<file path="src/sv/srdp_pkg.sv">
// ----------------------------------------------------------------------------
// srdp_pkg
// Shared types and constants of the stepper ramp delay profile.
// ----------------------------------------------------------------------------
package srdp_pkg;

  // field widths
  localparam int DLY_W     = 16;
  localparam int CNT_W_DEF = 16;
  localparam int NUM_W     = 32;
  localparam int Q_W       = 16;
  localparam int X_W       = 12;
  localparam int E_W       = 13;
  localparam int SQ_W      = 2 * X_W;
  localparam int POLY_W    = 38;

  // s-curve scale is 2**SC_SHIFT
  localparam int SC_SHIFT  = 12;
  localparam int SC_THREE  = 3 * (1 << SC_SHIFT);

  // pipeline depths
  localparam int PREP_STAGES  = 2;
  localparam int DIV_STAGES   = Q_W;
  localparam int SHAPE_STAGES = 4;
  localparam int NUM_STAGES   = PREP_STAGES + DIV_STAGES + SHAPE_STAGES;

  // configuration register map
  localparam int ADDR_W  = 5;
  localparam int DATA_W  = 32;
  localparam logic [2:0] REG_CRUISE_C = 3'd0;
  localparam logic [2:0] REG_CRUISE_Z = 3'd1;
  localparam logic [2:0] REG_START_C  = 3'd2;
  localparam logic [2:0] REG_START_Z  = 3'd3;
  localparam logic [2:0] REG_ACCEL_C  = 3'd4;
  localparam logic [2:0] REG_RAMP_Z   = 3'd5;
  localparam logic [2:0] REG_DECEL_C  = 3'd6;

  localparam logic [DLY_W-1:0] RST_CRUISE_C = 16'd300;
  localparam logic [DLY_W-1:0] RST_CRUISE_Z = 16'd50;
  localparam logic [DLY_W-1:0] RST_START_C  = 16'd3000;
  localparam logic [DLY_W-1:0] RST_START_Z  = 16'd1000;
  localparam logic [DLY_W-1:0] RST_ACCEL_C  = 16'd500;
  localparam logic [DLY_W-1:0] RST_RAMP_Z   = 16'd180;
  localparam logic [DLY_W-1:0] RST_DECEL_C  = 16'd1000;

  typedef struct packed {
    logic [DLY_W-1:0] cruise_c;
    logic [DLY_W-1:0] cruise_z;
    logic [DLY_W-1:0] start_c;
    logic [DLY_W-1:0] start_z;
    logic [DLY_W-1:0] accel_c;
    logic [DLY_W-1:0] ramp_z;
    logic [DLY_W-1:0] decel_c;
  } cfg_t;

  // per-transaction control carried alongside the ramps
  typedef struct packed {
    logic             is_c;
    logic             dec_en;
    logic             act_a;
    logic             act_d;
    logic [DLY_W-1:0] start;
    logic [DLY_W-1:0] cruise;
    logic [DLY_W-1:0] delta;
  } side_t;

endpackage

</file>
<file path="src/sv/srdp_shape.sv">
// ----------------------------------------------------------------------------
// srdp_shape
// S-curve polynomial, ramp delays and final max against cruise.
// ----------------------------------------------------------------------------
module srdp_shape import srdp_pkg::*; (
  input  logic                    clk_i,
  input  logic [SHAPE_STAGES-1:0] en_i,
  input  logic [Q_W-1:0]          q_a_i,
  input  logic [Q_W-1:0]          q_d_i,
  input  side_t                   side_i,
  output logic [DLY_W-1:0]        delay_o
);

  logic [X_W-1:0]   x_q   [2];
  logic [SQ_W-1:0]  sq_q  [2];
  logic [Q_W-1:0]   qa_q  [2];
  logic [Q_W-1:0]   qb_q  [2];
  logic [E_W-1:0]   e_q   [2];
  logic [DLY_W-1:0] r_q   [2];
  side_t            sa_q, sb_q, sc_q;

  logic [POLY_W-1:0]    poly [2];
  logic [DLY_W+E_W-1:0] prod [2];
  logic [DLY_W-1:0]     amt  [2];
  logic                 act  [2];
  logic [DLY_W-1:0]     best;

  // square of the normalized progress
  always_ff @(posedge clk_i) begin
    if (en_i[0]) begin
      x_q[0]  <= q_a_i[X_W-1:0];
      x_q[1]  <= q_d_i[X_W-1:0];
      sq_q[0] <= q_a_i[X_W-1:0] * q_a_i[X_W-1:0];
      sq_q[1] <= q_d_i[X_W-1:0] * q_d_i[X_W-1:0];
      qa_q[0] <= q_a_i;
      qa_q[1] <= q_d_i;
      sa_q    <= side_i;
    end
  end

  // smoothstep x*x*(3*scale - 2*x) over scale squared
  always_comb begin
    for (int l = 0; l < 2; l++) begin
      poly[l] = POLY_W'(sq_q[l]) * POLY_W'(SC_THREE - 2 * int'(x_q[l]));
    end
  end

  always_ff @(posedge clk_i) begin
    if (en_i[1]) begin
      for (int l = 0; l < 2; l++) begin
        e_q[l]  <= poly[l][2*SC_SHIFT +: E_W];
        qb_q[l] <= qa_q[l];
      end
      sb_q <= sa_q;
    end
  end

  // ramp delay per lane
  always_comb begin
    act[0] = sb_q.act_a;
    act[1] = sb_q.act_d;
    for (int l = 0; l < 2; l++) begin
      prod[l] = sb_q.delta * e_q[l];
      amt[l]  = sb_q.is_c ? prod[l][SC_SHIFT +: DLY_W] : qb_q[l];
    end
  end

  always_ff @(posedge clk_i) begin
    if (en_i[2]) begin
      for (int l = 0; l < 2; l++) begin
        r_q[l] <= act[l] ? (sb_q.start - amt[l]) : sb_q.cruise;
      end
      sc_q <= sb_q;
    end
  end

  // larger of both ramps (deceleration only with a planned total), never below cruise
  always_comb begin
    best = r_q[0];
    if (sc_q.dec_en && (r_q[1] > best)) begin
      best = r_q[1];
    end
    if (sc_q.cruise > best) begin
      best = sc_q.cruise;
    end
  end

  always_ff @(posedge clk_i) begin
    if (en_i[3]) begin
      delay_o <= best;
    end
  end

endmodule

</file>
<file path="config.mk">
export PLATFORM = sky130hd
export DESIGN_NAME = srdp_shape
export DESIGN_NICKNAME = d
export VERILOG_FILES = /design/src/sv/srdp_pkg.sv /design/src/sv/srdp_shape.sv
export SDC_FILE = /design/constraint.sdc
export NUM_CORES = 2
export LEC_CHECK = 0
export ABC_AREA = 1
export BUFFER_PORTS_ARGS = -buffer_cell sky130_fd_sc_hd__buf_4
export CELL_PAD_IN_SITES_DETAIL_PLACEMENT = 0
export CELL_PAD_IN_SITES_GLOBAL_PLACEMENT = 1
export CORE_MARGIN = 1
export CORE_UTILIZATION = 55
export CTS_CLUSTER_DIAMETER = 150
export DETAILED_ROUTE_END_ITERATION = 12
export GPL_ROUTABILITY_DRIVEN = 0
export HOLD_SLACK_MARGIN = 0.05
export PLACE_DENSITY = 0.95
export SKIP_CTS_REPAIR_TIMING = 1
export SLEW_MARGIN = 40
export SYNTH_ARGS = -nofsm -noshare
export SYNTH_HDL_FRONTEND = slang
export SYNTH_SLANG_ARGS = --single-unit
</file>
<file path="constraint.sdc">
create_clock -name clk_i -period 19 [get_ports clk_i]
set_clock_uncertainty 0.1 [all_clocks]
set_input_delay 3.8 -clock clk_i [delete_from_list [all_inputs] [get_ports clk_i]]
set_output_delay 3.8 -clock clk_i [all_outputs]
set_load 0.02 [all_outputs]
</file>
==> flow_metrics.tcl <==
set metrics [dict create \
    status "finished, final reports clean" \
    cts_tree "yes" \
    crit_start "sq_q[0][0]" \
    clock_latency_ns 0.60 \
    required_ns 19.25 \
    tightestPinTransition_ns 0.878 \
    drive_above_1_share_pct 3.93 \
    global_route.usage.total_pct 27.2 \
    cp_data_arrival_time_ns 8.48 \
    drc 0 \
    yosysSeqAreaShare_pct 16.7 \
    start_util_pct 55.4 \
    synth_top_area_share_pct 34.3 \
    cts_buffers 35 \
    grt_pass1_vias 42700 \
    critPathSlowestCell "fa_1" \
    fin_hold_ws_ns 0.299 \
    reg2reg_depth 32 \
    finalMaxSlewViolations 0 \
    vias_per_cell 5.24 \
    hold_path_class "register to register" \
    yosysTopAreaCell "fa_1" \
    nets 7989 \
    async_flop_share_pct 0 \
    synthCells 6441 \
    cts_sinks 303 \
    synth_cell_types 51 \
    path_max_fanout 28 \
    io_buffers 104 \
    critPathLaunchType "register" \
    setup_viol 0 \
    critPathKind "register to register" \
    ys_ff_latch 303 \
    final_common_cell "inv_1" \
    row_count 115 \
    r2r_end "e_q[0][10]" \
    synth_warnings 0 \
    grt_pass1_wl_um 216000 \
    synth-edff-count 303 \
    syn2layout_area_growth_pct 5.40 \
    vias 40400 \
    gr-total-overflow 0 \
    reg2reg_from "sq_q[0][0]" \
    syn-cell-area_mm2 0.0544 \
    htree_num_levels 2 \
    dieArea_mm2 0.100 \
    path_clk_slew_ns 0.07 \
    antenna_found_initial 1 \
    first_iter_violations 2800 \
    fin_crit_ns 8.23 \
    maxCapViolations 0 \
    grt_start_max_net_pins 71 \
    clock.fmax_mhz 122 \
    core_mm2 0.0981 \
    io_pins 105 \
    r2r_setup_slack_ns 10.77 \
    path_common_cell "nand2_1" \
    routed_wl_um 131000 \
    ctsRootBufferMaster "clkbuf_16" \
    fp.dieH_um 317 \
    ant_nets 0 \
    setup_tns_ns 0 \
    crit_end "e_q[0][10]" \
    fp.dieW_um 317 \
    worstSetupEndpointType "register" \
    clockBufferDepth 3 \
    final_cell_mix "1751 x inv_1, 1499 x nand2_1, 932 x fa_1, 575 x ha_1, 312 x nor2_1" \
    routedWlPerCell_um 17.0 \
    period_share_pct 43.3 \
    register_area_mm2 0.00910 \
    multi_input_area_mm2 0.0379 \
    slew_headroom_pct 41.5 \
    dr.pass1.iters 6 \
    slowest_delay_ns 0.54 \
    rsz0062_at_grt "false" \
    n_antenna_cell 0 \
    synth_ff_type "edfxtp_1" \
    hold_violations 0 \
    fillCellCount 8586 \
    synth_area_leaders "fa_1 34%, edfxtp_1 17%, ha_1 13%" \
    postSynthAreaPerCell_um2 8.45 \
    hpwl_um 107000 \
]
cell usage after synthesis (7+ instances only):
cell / count
a21boi_0: 10
a21o_1: 29
a21oi_1: 186
a31oi_1: 16
buf_2: 8
clkbuf_1: 220
edfxtp_1: 303
fa_1: 932
ha_1: 577
inv_1: 1758
mux2i_1: 11
nand2_1: 1499
nand3_1: 132
nand3b_1: 19
nand4_1: 17
nor2_1: 312
nor2_2: 20
nor3_1: 28
o211ai_1: 7
o21a_1: 9
o21ai_0: 128
o21bai_1: 14
or2_2: 26
xnor2_1: 54
xor2_1: 65
worst min-delay path by stage:
stage | start | to | slack, ns | depth (start not counted)
2_1_floorplan | sa_q[48] | act[0] | 0.30 | 0
3_3_place_gp | sa_q[50] | sb_q[50] | 0.30 | 0
3_5_place_dp | sa_q[32] | sb_q[32] | 0.31 | 0
4_1_cts | qa_q[0][30] | qb_q[0][30] | 0.30 | 0
5_1_grt | qa_q[0][30] | qb_q[0][30] | 0.31 | 0
6_report | qa_q[0][30] | qb_q[0][30] | 0.30 | 0
area by class of cell:
type,instances,share of cell area (%)
clock buffers,41,1.57
clock inverters,22,0.449
inverters,1762,11.5
multi-input cells,4159,66.0
flip-flops and latches,303,15.9
well taps,1287,2.81
repair buffers,130,1.75
state kept, by name (all words and copies together), names as in the netlist:
| name | count |
|---|---|
| sb_q | 50 |
| e_q | 26 |
| qb_q | 32 |
| qa_q | 30 |
| delay_o | 16 |
| act | 2 |
| r_q | 32 |
| sa_q | 52 |
| sc_q | 17 |
| sq_q | 46 |
worst max-delay path: cells and delay by family (launching register included):
family	cells	cell delay (ns)
buf+inv	8	1.49
simple gates	11	1.50
compound gates	5	1.01
flops	1	0.35
fa+ha+maj	8	3.55
layer usage:
layer	vias to the layer above	global-route usage, %	share of wire (%)
li1	18900	-	-
met1	19900	36.6	42
met2	1355	46.3	48
met3	200	3.29	7.0
met4	2	8.10	3.0
met5	-	0	0.013
stage by stage:
stage	setup WS [ns]	instances	utilization, %	area (um^2)
floorplan	10.60	6457	-	54500
global placement	10.50	7639	57.2	56200
detailed placement	10.33	7641	57.3	56200
CTS	10.89	7704	58.4	57300
global route	10.34	7704	58.4	57400
finish	10.77	7704	58.4	57400
cell families (layout without fill, tap and decap cells):
logic type,Yosys count,after routing,synth area share (%)
adders and majority gates,1509,1509,47.6
other,2,18,0.0138
and+or+nand+nor,2075,2075,15.3
DFF,303,303,16.7
xor gates and xnor gates,120,120,1.95
muxes,11,11,0.202
AOI/OAI and AO/OA,426,426,4.43
buffers and inverters,1995,1955,13.8
Power is left out: the tool's default activity adds up to more than one toggle a clock period on the data nets, which glitch-free logic cannot reach.
