`src/sv/srdp_pkg.sv`:
```
// ----------------------------------------------------------------------------
// srdp_pkg
// Shared types and constants of the stepper ramp delay profile.
// ----------------------------------------------------------------------------
package srdp_pkg;

  // field widths
  localparam int DLY_W     = 16;
  localparam int CNT_W_DEF = 16;
  localparam int NUM_W     = 32;
  localparam int Q_W       = 16;
  localparam int X_W       = 12;
  localparam int E_W       = 13;
  localparam int SQ_W      = 2 * X_W;
  localparam int POLY_W    = 38;

  // s-curve scale is 2**SC_SHIFT
  localparam int SC_SHIFT  = 12;
  localparam int SC_THREE  = 3 * (1 << SC_SHIFT);

  // pipeline depths
  localparam int PREP_STAGES  = 2;
  localparam int DIV_STAGES   = Q_W;
  localparam int SHAPE_STAGES = 4;
  localparam int NUM_STAGES   = PREP_STAGES + DIV_STAGES + SHAPE_STAGES;

  // configuration register map
  localparam int ADDR_W  = 5;
  localparam int DATA_W  = 32;
  localparam logic [2:0] REG_CRUISE_C = 3'd0;
  localparam logic [2:0] REG_CRUISE_Z = 3'd1;
  localparam logic [2:0] REG_START_C  = 3'd2;
  localparam logic [2:0] REG_START_Z  = 3'd3;
  localparam logic [2:0] REG_ACCEL_C  = 3'd4;
  localparam logic [2:0] REG_RAMP_Z   = 3'd5;
  localparam logic [2:0] REG_DECEL_C  = 3'd6;

  localparam logic [DLY_W-1:0] RST_CRUISE_C = 16'd300;
  localparam logic [DLY_W-1:0] RST_CRUISE_Z = 16'd50;
  localparam logic [DLY_W-1:0] RST_START_C  = 16'd3000;
  localparam logic [DLY_W-1:0] RST_START_Z  = 16'd1000;
  localparam logic [DLY_W-1:0] RST_ACCEL_C  = 16'd500;
  localparam logic [DLY_W-1:0] RST_RAMP_Z   = 16'd180;
  localparam logic [DLY_W-1:0] RST_DECEL_C  = 16'd1000;

  typedef struct packed {
    logic [DLY_W-1:0] cruise_c;
    logic [DLY_W-1:0] cruise_z;
    logic [DLY_W-1:0] start_c;
    logic [DLY_W-1:0] start_z;
    logic [DLY_W-1:0] accel_c;
    logic [DLY_W-1:0] ramp_z;
    logic [DLY_W-1:0] decel_c;
  } cfg_t;

  // per-transaction control carried alongside the ramps
  typedef struct packed {
    logic             is_c;
    logic             dec_en;
    logic             act_a;
    logic             act_d;
    logic [DLY_W-1:0] start;
    logic [DLY_W-1:0] cruise;
    logic [DLY_W-1:0] delta;
  } side_t;

endpackage

```
`src/sv/srdp_prep.sv`:
```
// ----------------------------------------------------------------------------
// srdp_prep
// Ramp length capping, progress and numerator forming, two register stages.
// ----------------------------------------------------------------------------
module srdp_prep import srdp_pkg::*; #(
  parameter int COUNT_WIDTH = CNT_W_DEF
) (
  input  logic                   clk_i,
  input  logic [PREP_STAGES-1:0] en_i,
  input  cfg_t                   cfg_i,
  input  logic                   direction_i,
  input  logic [COUNT_WIDTH-1:0] step_number_i,
  input  logic [COUNT_WIDTH-1:0] planned_total_i,
  output logic [NUM_W-1:0]       num_a_o,
  output logic [NUM_W-1:0]       num_d_o,
  output logic [Q_W-1:0]         len_a_o,
  output logic [Q_W-1:0]         len_d_o,
  output side_t                  side_o
);

  localparam int W = (COUNT_WIDTH > DLY_W) ? COUNT_WIDTH : DLY_W;

  logic [W-1:0]     step_w, total_w, half_w, rem_w;
  logic [DLY_W-1:0] acc_raw, dec_raw, acc_cap, dec_cap, acc_len, dec_len;
  logic [DLY_W-1:0] acc_p, dec_p, start, cruise;
  logic             dec_en;

  logic [Q_W-1:0]   acc_len_q, dec_len_q, acc_p_q, dec_p_q;
  side_t            side_q;

  // lengths and progress
  always_comb begin
    step_w  = W'(step_number_i);
    total_w = W'(planned_total_i);
    half_w  = total_w >> 1;
    dec_en  = (total_w != '0);
    start   = direction_i ? cfg_i.start_c  : cfg_i.start_z;
    cruise  = direction_i ? cfg_i.cruise_c : cfg_i.cruise_z;
    acc_raw = direction_i ? cfg_i.accel_c  : cfg_i.ramp_z;
    dec_raw = direction_i ? cfg_i.decel_c  : cfg_i.ramp_z;
    acc_cap = (dec_en && (half_w < W'(acc_raw))) ? half_w[DLY_W-1:0] : acc_raw;
    dec_cap = (dec_en && (half_w < W'(dec_raw))) ? half_w[DLY_W-1:0] : dec_raw;
    acc_len = (acc_cap == '0) ? DLY_W'(1) : acc_cap;
    dec_len = (dec_cap == '0) ? DLY_W'(1) : dec_cap;
    acc_p   = (step_w > W'(acc_len)) ? acc_len : step_w[DLY_W-1:0];
    rem_w   = (total_w > step_w) ? (total_w - step_w) : '0;
    dec_p   = (rem_w > W'(dec_len)) ? dec_len : rem_w[DLY_W-1:0];
  end

  // first stage
  always_ff @(posedge clk_i) begin
    if (en_i[0]) begin
      acc_len_q     <= acc_len;
      dec_len_q     <= dec_len;
      acc_p_q       <= acc_p;
      dec_p_q       <= dec_p;
      side_q.is_c   <= direction_i;
      side_q.dec_en <= dec_en;
      side_q.act_a  <= (acc_p < acc_len) && (start > cruise);
      side_q.act_d  <= (dec_p < dec_len) && (start > cruise);
      side_q.start  <= start;
      side_q.cruise <= cruise;
      side_q.delta  <= start - cruise;
    end
  end

  // second stage: dividend is delta*p (linear) or p*scale (s-curve)
  always_ff @(posedge clk_i) begin
    if (en_i[1]) begin
      num_a_o <= side_q.is_c ? (NUM_W'(acc_p_q) << SC_SHIFT) : (side_q.delta * acc_p_q);
      num_d_o <= side_q.is_c ? (NUM_W'(dec_p_q) << SC_SHIFT) : (side_q.delta * dec_p_q);
      len_a_o <= acc_len_q;
      len_d_o <= dec_len_q;
      side_o  <= side_q;
    end
  end

endmodule

```
`config.mk`:
```
export PLATFORM = sky130hd
export DESIGN_NAME = srdp_prep
export DESIGN_NICKNAME = d
export VERILOG_FILES = /design/src/sv/srdp_pkg.sv /design/src/sv/srdp_prep.sv
export SDC_FILE = /design/constraint.sdc
export NUM_CORES = 2
export LEC_CHECK = 0
export BUFFER_PORTS_ARGS = -buffer_cell sky130_fd_sc_hd__clkbuf_2
export CORE_UTILIZATION = 40
export DETAILED_ROUTE_END_ITERATION = 16
export GPL_ROUTABILITY_DRIVEN = 1
export GPL_TIMING_DRIVEN = 0
export PLACE_DENSITY = 0.55
export SLEW_MARGIN = 30
export SYNTH_ARGS = -nofsm -noshare
export SYNTH_HDL_FRONTEND = slang
export SYNTH_SLANG_ARGS = --single-unit
```
`constraint.sdc`:
```
create_clock -name clk_i -period 9.1 [get_ports clk_i]
set_input_delay 0.455 -clock clk_i [delete_from_list [all_inputs] [get_ports clk_i]]
set_output_delay 0.455 -clock clk_i [all_outputs]
set_load 0.01 [all_outputs]
```
==> results.cfg <==
[yosys]
synth_area_um2 = 30500
synth-edff-count = 264
yosysMostFrequentCell = inv_1
syn-instance-count = 3084
synth.distinct_cells = 72
async_reset_ff_share_pct = 0
synth_area_leaders = edfxtp_1 26%, fa_1 26%, ha_1 14%
syn_nets = 3952
ys.flop_type = edfxtp_1
synth-simple-area-share_pct = 14.2
muxShareOfSynthArea_pct = 2.43
synth_xor_area_share_pct = 1.92
ys_ff_latch = 264
synth-compound-area-share_pct = 7.94
synth_top_family_by_area = adder cells
synth.avg_cell_area_um2 = 9.89
synth_warnings = 0
yosys.area_share.adder_pct = 39.1
netlist.area_leader.share_pct = 26.0
seq_area_frac_synth_pct = 26.0
synth_top_cell_by_area = edfxtp_1
synthTopCellsByCount = 539 x inv_1, 433 x nand2_1, 390 x fa_1

[cts]
cts_tree = built
clock-sinks = 264
cts_resized = 0
cts_hold_buf = 0
clk_latency_ns = 0.58
path_clk_slew_ns = 0.06
cts_max_level = 2
cts_buffers = 34
cts_root_buf = clkbuf_16
clk_path_buf_depth = 3
cts_setup_buffers = 0

[worst_setup_path]
worst-r2r-setup-slack_ns = 1.27
cp.arrival_ns = 8.09
critical-path-slowest-cell = o311ai_1
cp-end-kind = flop
start_kind = flop
worst_path_most_repeated_cell = fa_1
crit_required_ns = 9.36
cp_slowest_stage_delay_ns = 0.76
cp_max_fo = 10
critPathKind = flop to flop
crit_chain = clkbuf_1 > nand2_1 > fa_1 > inv_1 > fa_1 > inv_1 > fa_1 > fa_1 > inv_1 > fa_1 > inv_1 > fa_1 > inv_1 > ha_1 > or3_1 > o311ai_1 > a21oi_1 > a21o_1 > a2111oi_0 > o21ai_1
crit_family = adder cells
critPathBufInv = 6

[route]
first_iter_violations = 1441
vias = 23000
route.antenna.remaining_nets = 0
drc = 0
first_pass_iters = 5
viasPerCell = 5.22
wl_per_cell_um = 21.0
drt-total-wl_um = 92500

[flow_run]
cap_violations = 0

[sta]
tns_ns = 0
max_freq_mhz = 128
fin_crit_ns = 7.83
setup_violations = 0
drv_slew = 0
maxSlewHeadroom_pct = 31.6
rsz0062_at_grt = false
fin_skew_ns = 0.0285
worst_pin_slew_ns = 1.03
hold_viol = 0
fin_crit_sh_pct = 86.0

[global_route]
grt_pass1_vias = 23300
grtUsageTotal_pct = 24.2
grt_max_degree = 76
grt_pass1_wl_um = 140000
overflow = 0
antenna_found_initial = 3

[cells_and_area]
post_route_cells_drive_above_1_share_pct = 11.9
area_growth_pct = 13.3
nets = 4286
fill_cells = 7206
diodes = 0

[placement]
place.gp.congestion = 0.913
dp_hpwl_um = 74000
port_buffers = 295

[floorplanning]
die_width_um = 278
io_pins = 296
die-area_um2 = 77400
core.rowCount = 100
coreArea_um2 = 74900
initial_core_util_pct = 40.7
die_h_um = 278

[outcome]
status = complete, no violations

[min_path]
hold_path.class = input port to flop
-- final timing paths --
check,endpoint,start,depth (start not counted)
hold / removal,side_q[51]$_DFFE_PP_,direction_i,1
hold reg to reg,len_d_o[2]$_DFFE_PP_,dec_len_q[2]$_DFFE_PP_,0
setup / recovery,num_a_o[23]$_DFFE_PP_,side_q[7]$_DFFE_PP_,20
setup reg to reg,num_a_o[23]$_DFFE_PP_,side_q[7]$_DFFE_PP_,20
-- routing by layer --
| layer | vias up | GRT usage [%] | share of wire [%] |
|---|---|---|---|
| met5 | - | 0 | 0 |
| met4 | 0 | 7.22 | 3.3 |
| met3 | 165 | 5.31 | 8.1 |
| met2 | 830 | 39.3 | 46 |
| met1 | 11300 | 32.2 | 43 |
| li1 | 10700 | - | - |
-- logic make-up (layout without fill, tap and decap cells) --
group,Yosys count,count (layout)
simple gates,904,904
fa+ha+maj,720,720
buf+inv,676,1035
compound gates,382,382
flops,264,264
mux,71,71
xor+xnor,67,67
-- sequential cells by signal, summed over array words and instances, names as in the netlist, 32 cells and up --
name     flops
side_o      52
side_q      52
num_a_o     32
num_d_o     32
-- layout make-up --
| class | instances | area [um^2] | share of cell area [%] |
|---|---|---|---|
| multi-input combinational | 2144 | 20000 | 58.0 |
| clock buffer | 35 | 855 | 2.47 |
| inverter | 544 | 2040 | 5.91 |
| tap | 969 | 1210 | 3.51 |
| sequential | 264 | 7930 | 22.9 |
| timing repair buffer | 298 | 1580 | 4.56 |
| buffer | 132 | 513 | 1.48 |
| clock inverter | 26 | 393 | 1.14 |
-- through the flow --
stage	instance area, um^2	hold slack [ns]	utilization (%)	instances	setup WS (ns)
floorplan	30500	0.400	-	3084	2.71
global placement	33200	0.401	44.3	4348	0.946
detailed placement	33300	0.405	44.4	4351	0.975
CTS	34500	0.142	46.1	4412	1.29
global route	34600	0.153	46.1	4412	0.860
finish	34600	0.167	46.1	4412	1.27
-- cell usage in the layout, fill, tap and decap left out, drive strengths merged, types with 7 or more instances in the layout --
cell type,synthesis,routed
nand4,23,23
nor2,82,82
a21oi,90,90
mux2i,46,46
a31oi,7,7
fa,390,390
xor2,34,34
ha,330,330
clkbuf,121,451
o31ai,23,23
nor3,32,32
and3,15,15
bufinv,0,7
clkinv,0,13
o21ai,124,124
and2,183,183
mux2,25,25
nor2b,33,33
edfxtp,264,264
buf,11,14
inv,544,546
a211oi,16,16
nand3,41,41
nor4,13,13
o21a,20,20
a21o,39,39
nand2b,14,14
xnor2,33,33
nand2,433,433
Power is left out: the tool's default activity adds up to more than one toggle a clock period on the data nets, which glitch-free logic cannot reach.
