===== config.mk =====
export PLATFORM = sky130hd
export DESIGN_NAME = srdp_div
export DESIGN_NICKNAME = d
export VERILOG_FILES = /design/src/sv/srdp_pkg.sv /design/src/sv/srdp_div.sv
export SDC_FILE = /design/constraint.sdc
export NUM_CORES = 2
export LEC_CHECK = 0
export BUFFER_PORTS_ARGS = -buffer_cell sky130_fd_sc_hd__buf_2
export CORE_UTILIZATION = 55
export CTS_CLUSTER_SIZE = 10
export DETAILED_ROUTE_END_ITERATION = 16
export HOLD_SLACK_MARGIN = 0.15
export MAX_ROUTING_LAYER = met4
export PLACE_DENSITY = 0.73
export SETUP_SLACK_MARGIN = 0.4
export SYNTH_ARGS = -nofsm -noshare
export SYNTH_HDL_FRONTEND = slang
export SYNTH_SLANG_ARGS = --single-unit

===== constraint.sdc =====
create_clock -name clk_i -period 3.2 [get_ports clk_i]
set_clock_uncertainty 0.1 [all_clocks]
set_input_delay 0.32 -clock clk_i [delete_from_list [all_inputs] [get_ports clk_i]]
set_output_delay 0.32 -clock clk_i [all_outputs]
set_load 0.02 [all_outputs]

===== src/sv/srdp_pkg.sv =====
// ----------------------------------------------------------------------------
// srdp_pkg
// Shared types and constants of the stepper ramp delay profile.
// ----------------------------------------------------------------------------
package srdp_pkg;

  // field widths
  localparam int DLY_W     = 16;
  localparam int CNT_W_DEF = 16;
  localparam int NUM_W     = 32;
  localparam int Q_W       = 16;
  localparam int X_W       = 12;
  localparam int E_W       = 13;
  localparam int SQ_W      = 2 * X_W;
  localparam int POLY_W    = 38;

  // s-curve scale is 2**SC_SHIFT
  localparam int SC_SHIFT  = 12;
  localparam int SC_THREE  = 3 * (1 << SC_SHIFT);

  // pipeline depths
  localparam int PREP_STAGES  = 2;
  localparam int DIV_STAGES   = Q_W;
  localparam int SHAPE_STAGES = 4;
  localparam int NUM_STAGES   = PREP_STAGES + DIV_STAGES + SHAPE_STAGES;

  // configuration register map
  localparam int ADDR_W  = 5;
  localparam int DATA_W  = 32;
  localparam logic [2:0] REG_CRUISE_C = 3'd0;
  localparam logic [2:0] REG_CRUISE_Z = 3'd1;
  localparam logic [2:0] REG_START_C  = 3'd2;
  localparam logic [2:0] REG_START_Z  = 3'd3;
  localparam logic [2:0] REG_ACCEL_C  = 3'd4;
  localparam logic [2:0] REG_RAMP_Z   = 3'd5;
  localparam logic [2:0] REG_DECEL_C  = 3'd6;

  localparam logic [DLY_W-1:0] RST_CRUISE_C = 16'd300;
  localparam logic [DLY_W-1:0] RST_CRUISE_Z = 16'd50;
  localparam logic [DLY_W-1:0] RST_START_C  = 16'd3000;
  localparam logic [DLY_W-1:0] RST_START_Z  = 16'd1000;
  localparam logic [DLY_W-1:0] RST_ACCEL_C  = 16'd500;
  localparam logic [DLY_W-1:0] RST_RAMP_Z   = 16'd180;
  localparam logic [DLY_W-1:0] RST_DECEL_C  = 16'd1000;

  typedef struct packed {
    logic [DLY_W-1:0] cruise_c;
    logic [DLY_W-1:0] cruise_z;
    logic [DLY_W-1:0] start_c;
    logic [DLY_W-1:0] start_z;
    logic [DLY_W-1:0] accel_c;
    logic [DLY_W-1:0] ramp_z;
    logic [DLY_W-1:0] decel_c;
  } cfg_t;

  // per-transaction control carried alongside the ramps
  typedef struct packed {
    logic             is_c;
    logic             dec_en;
    logic             act_a;
    logic             act_d;
    logic [DLY_W-1:0] start;
    logic [DLY_W-1:0] cruise;
    logic [DLY_W-1:0] delta;
  } side_t;

endpackage


===== src/sv/srdp_div.sv =====
// ----------------------------------------------------------------------------
// srdp_div
// Two-lane restoring divider, one quotient bit per register stage.
// ----------------------------------------------------------------------------
module srdp_div import srdp_pkg::*; (
  input  logic                  clk_i,
  input  logic [DIV_STAGES-1:0] en_i,
  input  logic [NUM_W-1:0]      num_a_i,
  input  logic [NUM_W-1:0]      num_d_i,
  input  logic [Q_W-1:0]        len_a_i,
  input  logic [Q_W-1:0]        len_d_i,
  input  side_t                 side_i,
  output logic [Q_W-1:0]        q_a_o,
  output logic [Q_W-1:0]        q_d_o,
  output side_t                 side_o
);

  localparam int LO_W = NUM_W - Q_W;

  // stage registers, lane 0 is acceleration, lane 1 deceleration
  logic [Q_W-1:0]  rem_q [DIV_STAGES][2];
  logic [LO_W-1:0] lo_q  [DIV_STAGES][2];
  logic [Q_W-1:0]  qt_q  [DIV_STAGES][2];
  logic [Q_W-1:0]  len_q [DIV_STAGES][2];
  side_t           side_q[DIV_STAGES];

  // one restoring step: returns {quotient bit, new remainder}
  function automatic logic [Q_W:0] div_step(input logic [Q_W-1:0] rem,
                                            input logic           nbit,
                                            input logic [Q_W-1:0] len);
    logic [Q_W:0] t;
    logic [Q_W:0] diff;
    t    = {rem, nbit};
    diff = t - {1'b0, len};
    if (t >= {1'b0, len}) begin
      div_step = {1'b1, diff[Q_W-1:0]};
    end else begin
      div_step = {1'b0, t[Q_W-1:0]};
    end
  endfunction

  for (genvar s = 0; s < DIV_STAGES; s++) begin : g_stage
    logic [Q_W-1:0]  rem_in [2];
    logic [LO_W-1:0] lo_in  [2];
    logic [Q_W-1:0]  qt_in  [2];
    logic [Q_W-1:0]  len_in [2];
    side_t           side_in;
    logic [Q_W:0]    res    [2];

    always_comb begin
      if (s == 0) begin
        rem_in[0] = num_a_i[NUM_W-1:LO_W];
        rem_in[1] = num_d_i[NUM_W-1:LO_W];
        lo_in[0]  = num_a_i[LO_W-1:0];
        lo_in[1]  = num_d_i[LO_W-1:0];
        qt_in[0]  = '0;
        qt_in[1]  = '0;
        len_in[0] = len_a_i;
        len_in[1] = len_d_i;
        side_in   = side_i;
      end else begin
        rem_in[0] = rem_q[s-1][0];
        rem_in[1] = rem_q[s-1][1];
        lo_in[0]  = lo_q[s-1][0];
        lo_in[1]  = lo_q[s-1][1];
        qt_in[0]  = qt_q[s-1][0];
        qt_in[1]  = qt_q[s-1][1];
        len_in[0] = len_q[s-1][0];
        len_in[1] = len_q[s-1][1];
        side_in   = side_q[s-1];
      end
      res[0] = div_step(rem_in[0], lo_in[0][LO_W-1], len_in[0]);
      res[1] = div_step(rem_in[1], lo_in[1][LO_W-1], len_in[1]);
    end

    always_ff @(posedge clk_i) begin
      if (en_i[s]) begin
        for (int l = 0; l < 2; l++) begin
          rem_q[s][l] <= res[l][Q_W-1:0];
          lo_q[s][l]  <= lo_in[l] << 1;
          qt_q[s][l]  <= {qt_in[l][Q_W-2:0], res[l][Q_W]};
          len_q[s][l] <= len_in[l];
        end
        side_q[s] <= side_in;
      end
    end
  end

  assign q_a_o  = qt_q[DIV_STAGES-1][0];
  assign q_d_o  = qt_q[DIV_STAGES-1][1];
  assign side_o = side_q[DIV_STAGES-1];

endmodule


==> impl_metrics.csv <==
group,metric,value,unit
logic_synthesis,synth.distinct_cells,89,
logic_synthesis,synthArstFlopShare,0,%
drt,dr.pass1.iters,6,
critical_path,ff2ff_setup_slack,70,ps
drt,ant_nets,0,
critical_path,path_class,"flop to flop",
grt,grt_start_max_net_pins,65,
critical_path,cp_data_arrival_time,3660,ps
cells_and_area,fin_cells,10200,
drt,wl_met1,76500,um
floorplanning,io_pins,249,
logic_synthesis,synth_top_flop_cell,"edfxtp_1",
sta,relSlewSlack,10.2,%
grt,grt_util_all_layers,22.3,%
logic_synthesis,yosysWarnings,0,
sta,rsz0062_at_grt,"true",
worst_hold_path,hp-class,"input pin to flop",
drt,wl_met3,8300,um
clock_tree,htreeDepth,5,
sta,hold_ws,215,ps
logic_synthesis,syn-cell-area,98400,um2
drt,wl,202000,um
place,place_area,105000,um2
drt,wl_met2,107000,um
power_and_ir_drop,p_leak,46.9,nW
critical_path,critPathLaunch,"rem_q[0][205]$_DFFE_PP_",
clock_tree,cts_max_path_buffers,4,
logic_synthesis,yosysSeqAreaShare,70.3,%
logic_synthesis,syn_avg_cell_area,15.0,um2
clock_tree,clock-sinks,2304,
critical_path,r2r_start,"rem_q[0][205]$_DFFE_PP_",
status,status,"completed",
critical_path,crit_path_start_kind,"flop",
cells_and_area,fin_nets,8542,
grt,antenna_found_initial,2,
critical_path,reg2reg_to,"rem_q[0][233]$_DFFE_PP_",
critical_path,end_kind,"flop",
place,place_congestion,0.931,
logic_synthesis,ys_seq_elements,2304,
cells_and_area,finalInstanceArea,121000,um2
drt,drt_iter0_drc,3194,
critical_path,reg2regPathDepth,4,
floorplanning,start_util,55.6,%
grt,grt_pass1_vias,58500,
logic_synthesis,syn_nets,7277,
drt,drcViolationCount,0,
clock_tree,numCtsBuffers,286,
place,numPortBuffers,248,
floorplanning,fp-row-count,154,
power_and_ir_drop,power,110,mW
sta,drv_slew,0,
sta,timing.final.crit_share,97.9,%
sta,max_freq,319,MHz
critical_path,worstPathMaxFanout,8,
power_and_ir_drop,power_density,913,nW/um2
power_and_ir_drop,irDropWorstVdd,0.728,mV
drt,avgRoutedWirePerCell,19.7,um
place,dp_cells,9300,
cells_and_area,area_growth,22.9,%
floorplanning,die_height,425,um
logic_synthesis,synthCells,6570,
clock_tree,cts-root-buf,"clkbuf_16",
clock_tree,worstSkewPairLatency,920,ps
place,dp_hpwl,121000,um
clock_tree,clk_pin_slew,60,ps
critical_path,worstSetupEndpoint,"rem_q[0][233]$_DFFE_PP_",
sta,fin_crit,3130,ps
floorplanning,dieArea,181000,um2
flow_run,max_cap_violations,0,
clock_tree,cts_tree,"built",
sta,setup_violations,0,
logic_synthesis,synth_edf_count,2304,
cells_and_area,drive_gt1_share,23.0,%
floorplanning,die_width,425,um
sta,worst_pin_slew,1340,ps
drt,vias,56400,
grt,grt_pass1_wl,306000,um
critical_path,required,3730,ps
floorplanning,core_area,177000,um2
drt,avgViaCountPerCell,5.52,
drt,highest_layer,"met4",
grt,grt.overflow.total,0,
sta,finalHoldViolCount,0,
power by group:
part	switching [mW]	internal (mW)	total (mW)
clock	11.1	16.3	27.4
combinational	19.5	20.6	40.1
sequential	2.71	40.3	43.0
area by class of cell:
class | instances | area [um2]
diodes | 1 | 2.50
multi-input cells | 3529 | 29500
inverters | 669 | 2510
clock inverters | 22 | 219
well taps | 2340 | 2930
flip-flops and latches | 2304 | 69200
clock buffers | 315 | 7370
repair buffers | 1045 | 9200
fillers | 11400 | 56000
metrics by stage:
step | util [%] | TNS, ps | setup slack [ps]
global route | 68.4 | -23.6 | -23.6
CTS | 66.7 | 0 | 85.1
detailed placement | 59.2 | -4530 | -284
global placement | 59.2 | -3660 | -268
floorplan | - | 0 | 223
finish | 68.4 | 0 | 68.5
cells in the mapped netlist (85+ instances only):
| library cell | number | area share (%) |
|---|---|---|
| xor2_1 | 120 | 1.1 |
| nor3_1 | 85 | 0.43 |
| o21ai_0 | 249 | 1.3 |
| xnor2_1 | 233 | 2.1 |
| inv_1 | 669 | 2.6 |
| nor2_1 | 360 | 1.4 |
| a21o_1 | 107 | 0.82 |
| nand2_1 | 275 | 1.0 |
| edfxtp_1 | 2304 | 70 |
| nor2b_1 | 87 | 0.55 |
| a21oi_1 | 381 | 1.9 |
| ha_1 | 512 | 6.5 |
| mux2_2 | 238 | 2.7 |
logic make-up after synthesis:
kind of cell | count (synthesis) | share of synthesized area [%]
adders and majority gates | 542 | 7.12
AOI/OAI and AO/OA | 1157 | 7.38
xor gates and xnor gates | 353 | 3.14
muxes | 307 | 3.48
and+or+nand+nor | 1166 | 5.68
DFF | 2304 | 70.3
buffers and inverters | 741 | 2.89
critical path, stage by stage, from the launching register on:
cell	delay (ps)
edfxtp_1	490
ha_1	400
a2111oi_1	1190
a21oi_4	310
mux2_4	380
flip-flops by register name, summed over array words and instances, names as in the netlist:
signal and flops:
side_q 832, qt_q 272, lo_q 240, len_q 480
rem_q 480
worst min path at each step:
stage                             from                      end  slack (ps)  cells past startpoint
2_1_floorplan    lo_q[0][69]$_DFFE_PP_   lo_q[0][100]$_DFFE_PP_         300                      0
3_3_place_gp   side_q[7][21]$_DFFE_PP_  side_q[8][21]$_DFFE_PP_         300                      0
3_5_place_dp     lo_q[0][72]$_DFFE_PP_   lo_q[0][103]$_DFFE_PP_         300                      0
4_1_cts                    num_d_i[16]    rem_q[0][1]$_DFFE_PP_         150                      4
5_1_grt                    num_d_i[30]   rem_q[0][15]$_DFFE_PP_         200                      4
6_report                   num_d_i[30]   rem_q[0][15]$_DFFE_PP_         210                      4
placed cells by master, fill, tap and decap left out, types with 64 or more instances in the layout:
cell type and instances:
nor2b_1 65, nand3_1 77, dlygate4sd3_1 301, buf_2 235
ha_1 421, edfxtp_1 2304, mux2_2 176, buf_4 392
o21ai_0 166, nand2b_1 64, a21o_1 107, nor2_1 338
a21oi_1 312, a21oi_2 64, ha_4 66, mux2_4 79
nand2_1 258, xor2_1 120, nor3_1 81, xnor2_1 233
inv_1 639, clkbuf_16 302
what timing repair did:
action | CTS | global route
resized for setup | 324 | 408
hold endpoints to repair | 2452 | 0
setup buffers | 148 | 113
pin swaps | 137 | 189
endpoints found under the setup margin | 455 | 471
hold buffers | 301 | 0
cloned | 11 | 14
metal layers:
metal,up-vias,track usage (%)
li1,26900,-
met1,27300,24.0
met2,1688,39.9
met3,605,3.44
met4,0,10.7
met5,-,-
No activity file was read; power rests on OpenSTA's default activity.
